[config.mk]
export PLATFORM = sky130hd
export DESIGN_NAME = gn2d_fade
export DESIGN_NICKNAME = d
export VERILOG_FILES = /design/src/gn2d_pkg.sv /design/src/gn2d_fade.sv
export SDC_FILE = /design/constraint.sdc
export NUM_CORES = 2
export LEC_CHECK = 0
export BUFFER_PORTS_ARGS = -buffer_cell sky130_fd_sc_hd__buf_2
export CAP_MARGIN = 30
export CORE_ASPECT_RATIO = 2
export CORE_MARGIN = 3
export CORE_UTILIZATION = 67
export CTS_CLUSTER_DIAMETER = 80
export DETAILED_ROUTE_END_ITERATION = 12
export GPL_TIMING_DRIVEN = 0
export PLACE_DENSITY = 0.8
export SYNTH_ARGS = -nofsm -noshare
export SYNTH_HDL_FRONTEND = slang
export SYNTH_SLANG_ARGS = --single-unit
[constraint.sdc]
create_clock -name clk -period 8.65 [get_ports clk]
set_input_delay 0.4325 -clock clk [delete_from_list [all_inputs] [get_ports clk]]
set_output_delay 0.4325 -clock clk [all_outputs]
set_load 0.01 [all_outputs]
[src/gn2d_pkg.sv]
// gn2d_pkg: shared types and constants of the 2D gradient noise core.
// Holds the gradient ROM contents (built from a fixed integer series),
// output saturation limits, action codes and the stage enable struct.
package gn2d_pkg;

  localparam logic ACT_EVAL = 1'b0;
  localparam logic ACT_LOAD = 1'b1;

  localparam int NOISE_W   = 19;
  localparam int NOISE_MAX = 262143;
  localparam int NOISE_MIN = -262144;

  localparam logic [63:0] PI_Q30 = 64'd3373259426;

  typedef logic [31:0] grad_rom_t [256];

  typedef struct packed {
    logic s2;
    logic s3;
    logic s4;
  } stage_en_t;

  // divide one series term by (k+1)(k+2) for step n
  function automatic logic [63:0] series_div(logic [63:0] t, logic odd, int n);
    logic [63:0] r;
    case (n)
      1: r = odd ? t / 64'd6   : t / 64'd2;
      2: r = odd ? t / 64'd20  : t / 64'd12;
      3: r = odd ? t / 64'd42  : t / 64'd30;
      4: r = odd ? t / 64'd72  : t / 64'd56;
      5: r = odd ? t / 64'd110 : t / 64'd90;
      6: r = odd ? t / 64'd156 : t / 64'd132;
      7: r = odd ? t / 64'd210 : t / 64'd182;
      default: r = t;
    endcase
    return r;
  endfunction

  // sin (odd) or cos (even) of Q30 angle in first quadrant, result Q1.15
  function automatic logic [15:0] series_q15(logic [63:0] a, logic odd);
    logic [63:0] term;
    longint      sum;
    term = odd ? a : (64'd1 << 30);
    sum  = longint'(term);
    for (int n = 1; n <= 7; n++) begin
      term = (term * a) >> 30;
      term = (term * a) >> 30;
      term = series_div(term, odd, n);
      if ((n % 2) == 1) sum = sum - longint'(term);
      else sum = sum + longint'(term);
    end
    if (sum < 0) sum = 0;
    sum = (sum + 64'sd16384) >>> 15;
    if (sum > 32767) sum = 32767;
    return 16'(sum);
  endfunction

  function automatic grad_rom_t build_grad_rom();
    grad_rom_t   rom;
    logic [63:0] a;
    logic [15:0] c;
    logic [15:0] s;
    logic [15:0] cv;
    logic [15:0] sv;
    for (int i = 0; i < 256; i++) begin
      a = (PI_Q30 * 64'(i % 64)) >> 7;
      c = series_q15(a, 1'b0);
      s = series_q15(a, 1'b1);
      case (i / 64)
        0: begin cv = c;  sv = s;  end
        1: begin cv = -s; sv = c;  end
        2: begin cv = -c; sv = -s; end
        default: begin cv = s; sv = -c; end
      endcase
      rom[i] = {sv, cv};
    end
    return rom;
  endfunction

  localparam grad_rom_t GRAD_ROM = build_grad_rom();

endpackage

[src/gn2d_fade.sv]
// gn2d_fade: three-stage fade pipeline, fade = e^3*(6e^2 - 15e + 10), e in Q(F).
// Depends on gn2d_pkg (stage_en_t).
module gn2d_fade import gn2d_pkg::*; #(
  parameter int FRAC_BITS = 16
) (
  input  logic                 clk,
  input  stage_en_t            en,
  input  logic [FRAC_BITS:0]   e_in,
  output logic [FRAC_BITS:0]   fade_out
);

  localparam int F  = FRAC_BITS;
  localparam int PW = F + 5;

  logic [2*F+1:0] ee;
  logic [2*F+1:0] e3_full;
  logic [2*F+5:0] fp_full;
  logic [PW-1:0]  p_pos;
  logic [PW-1:0]  p_neg;
  logic [PW-1:0]  p_cl;

  logic [F:0]     e_s2_r;
  logic [F:0]     e2_s2_r;
  logic [F:0]     e3_s3_r;
  logic [PW-1:0]  p_s3_r;
  logic [F:0]     fade_s4_r;

  assign ee      = e_in * e_in;
  assign e3_full = e2_s2_r * e_s2_r;
  // 6*e2 + 10*one against 15*e; clamp at zero
  assign p_pos   = (PW'(e2_s2_r) << 2) + (PW'(e2_s2_r) << 1)
                 + (PW'(1) << (F + 3)) + (PW'(1) << (F + 1));
  assign p_neg   = (PW'(e_s2_r) << 4) - PW'(e_s2_r);
  assign p_cl    = (p_pos >= p_neg) ? (p_pos - p_neg) : '0;
  assign fp_full = e3_s3_r * p_s3_r;

  always_ff @(posedge clk) begin
    if (en.s2) begin
      e_s2_r  <= e_in;
      e2_s2_r <= ee[2*F:F];
    end
    if (en.s3) begin
      e3_s3_r <= e3_full[2*F:F];
      p_s3_r  <= p_cl;
    end
    if (en.s4) begin
      fade_s4_r <= fp_full[2*F:F];
    end
  end

  assign fade_out = fade_s4_r;

endmodule

==> flow_metrics.py <==
metrics = {
    "critical_path": {
        "r2r-start": "e_s2_r[2]$_DFFE_PP_",
        "critPathTopFamily": "adder cells",
        "worstPathArrival_ns": 7.86,
        "rr_worst_depth": 22,
        "startpoint": "e_s2_r[2]$_DFFE_PP_",
        "crit_chain": "clkbuf_1 > clkbuf_1 > nand2_1 > fa_1 > fa_1 > fa_1 > inv_1 > fa_1 > fa_1 > inv_1 > fa_1 > inv_1 > ha_1 > nand2_1 > o21ai_0 > nor3_1 > a21oi_1 > nor2_1 > o21ai_0 > o21a_1 > nor2_1 > xnor2_1",
        "slowest_stage": "clkbuf_1",
        "crit_top_cell": "fa_1",
        "cp_num_cells": 22,
        "cp_max_fo": 10,
        "end_kind": "flop",
        "critical_path_required_ns": 8.77,
        "cp-start-kind": "flop",
        "crit_path_max_incr_delay_ns": 0.60,
        "path_class": "reg -> reg",
        "cp_num_buf_inv": 5,
    },
    "hold_path": {
        "min_path_cells": 1,
        "min_path_type": "in -> reg",
        "worstHoldStart": "e_in[14]",
    },
    "yosys": {
        "ys_seq_area_share_pct": 8.31,
        "yosysTopAreaCell": "fa_1",
        "ys.warnings.count": 0,
        "synthTopCellsByArea": "fa_1 43%, ha_1 14%, inv_1 11%",
        "ys_ff_latch": 89,
        "synth_area_mm2": 0.0322,
        "yosysUniqueCellTypes": 62,
        "synth-async-reset-ratio_pct": 0,
        "synthFlopType": "edfxtp_1",
        "yosysTopAreaCellShare_pct": 42.6,
        "syn_nets": 4593,
        "synth-edff-count": 89,
        "synthCells": 3527,
        "avgSynthCellArea_um2": 9.12,
    },
    "die": {
        "row_count": 113,
        "fp.dieW_um": 161,
        "core_mm2": 0.0475,
        "die_y_um": 316,
        "design.die.area_mm2": 0.0508,
        "ios": 38,
        "initial_core_util_pct": 67.7,
    },
    "sta": {
        "period_share_pct": 89.5,
        "finalCriticalPeriod_ns": 7.74,
        "fin_skew_ns": 0.0144,
        "setup_viol": 0,
        "fmax_ghz": 0.129,
        "finalHoldViolCount": 0,
        "slew_headroom_pct": 36.3,
        "max_slew.worst_pin.slew_ns": 0.955,
        "drv_slew": 0,
        "rsz0062_at_grt": "false",
        "setup-tns-final_ns": 0,
    },
    "cells_and_area": {
        "final_common_cell": "inv_1",
        "nFillCells": 3779,
        "area_growth_pct": 4.16,
        "final_core_util_pct": 70.5,
        "layout_common_cells": "934 x inv_1, 684 x fa_1, 459 x nand2_1",
        "drive_above_1_share_pct": 2.15,
        "multi_input_area_mm2": 0.0256,
        "seq_area_mm2": 0.00267,
        "final_cells": 4213,
        "nNetsFinal": 4641,
    },
    "placed_design": {
        "gp_congestion": 1.00,
        "hpwl_um": 73500,
        "dp.cells": 4196,
        "numPortBuffers": 37,
    },
    "global_routing": {
        "first_global_vias": 26753,
        "grt_pass1_wl_um": 134000,
        "grt_usage_pct": 34.5,
        "grt_overflow_total": 0,
        "grt_max_degree": 39,
        "antenna_found_initial": 0,
    },
    "clock_tree": {
        "cts_root_buf": "clkbuf_16",
        "cts_hold_buf": 0,
        "cts_sinks": 89,
        "cts_setup_buffers": 0,
        "ctsResizeCount": 0,
        "numCtsBuffers": 9,
        "insertion_delay_ns": 0.38,
        "htree_levels": 3,
        "clkTransAtPathRegs_ns": 0.08,
        "cts_tree": "done",
        "clock_path_buffers": 2,
    },
    "route": {
        "ant_nets": 0,
        "vias_per_cell": 5.66,
        "drt_iter0_markers": 1157,
        "drt-total-wl_um": 83600,
        "drcViolationCount": 0,
        "drt_pre_antenna_iters": 5,
        "num_vias": 23861,
        "wl_per_cell_um": 19.9,
    },
    "flow_run": {
        "max_cap_viol_count": 0,
    },
    "status": {
        "outcome": "complete, no violations",
    },
}
## stage by stage
| stage | cell area, um^2 | hold WS [ns] | worst slack [ns] |
|---|---|---|---|
| after global placement | 33100 | 0.649 | 0.923 |
| after floorplan | 32200 | 0.531 | 2.43 |
| after global routing | 33500 | 0.276 | 0.623 |
| after CTS | 33500 | 0.263 | 0.916 |
| final | 33500 | 0.282 | 0.909 |
| after detailed placement | 33100 | 0.651 | 0.923 |
## kinds of logic after synthesis
logic type,share of synthesized area (%)
fa+ha+maj,56.6
xor+xnor,3.27
flops,8.31
mux,0.0350
buf+inv,12.3
simple gates,15.0
compound gates,4.49
## layout make-up
class	count	area share, %
well taps	632	2.36
flip-flops and latches	89	7.98
clock inverters	7	0.403
repair buffers	37	0.553
inverters	935	10.5
diodes	1	0.00747
multi-input cells	2388	76.3
clock buffers	9	0.672
plain buffers	115	1.29
## final timing paths
| check | to | slack (ns) |
|---|---|---|
| worst max-delay path | e3_s3_r[13]$_DFFE_PP_ | 0.91 |
| worst min-delay path | e_s2_r[14]$_DFFE_PP_ | 0.28 |
| worst min register to register | p_s3_r[2]$_SDFFCE_PN0P_ | 0.89 |
| worst max register to register | e3_s3_r[13]$_DFFE_PP_ | 0.91 |
## registers in the layout (all words and copies together) (netlist names)
name      count
e2_s2_r      17
fade_out     17
e3_s3_r      17
e_s2_r       17
p_s3_r       21
## worst reg2reg max path: cells and delay by family (launching register included)
family,cells,cell delay (ns)
fa+ha+maj,7,3.46
compound gates,4,1.56
buf+inv,5,1.28
simple gates,5,0.55
flops,1,0.51
xor+xnor,1,0.14
## cells in the mapped netlist (all sizes together) (7+ instances only)
master  instances
xor2           38
and3            9
nor2          106
nand3          21
a21o           33
inv           934
and2          316
nand2b         14
nor3           26
fa            684
o21ai          37
or2             8
o21a           14
a21oi          62
a31oi          10
ha            361
nand4          13
nand2         459
clkbuf        112
xnor2          82
edfxtp         89
o211ai          9
nor2b          12
o21bai          7
## layer usage
layer	global-route usage [%]	routed length (um)
met1	30.5	24100
met2	66.7	46400
met3	3.85	3430
met4	30.5	9780
met5	0	0
Power is left out: the tool's default activity adds up to more than one toggle a clock period on the data nets, which glitch-free logic cannot reach.
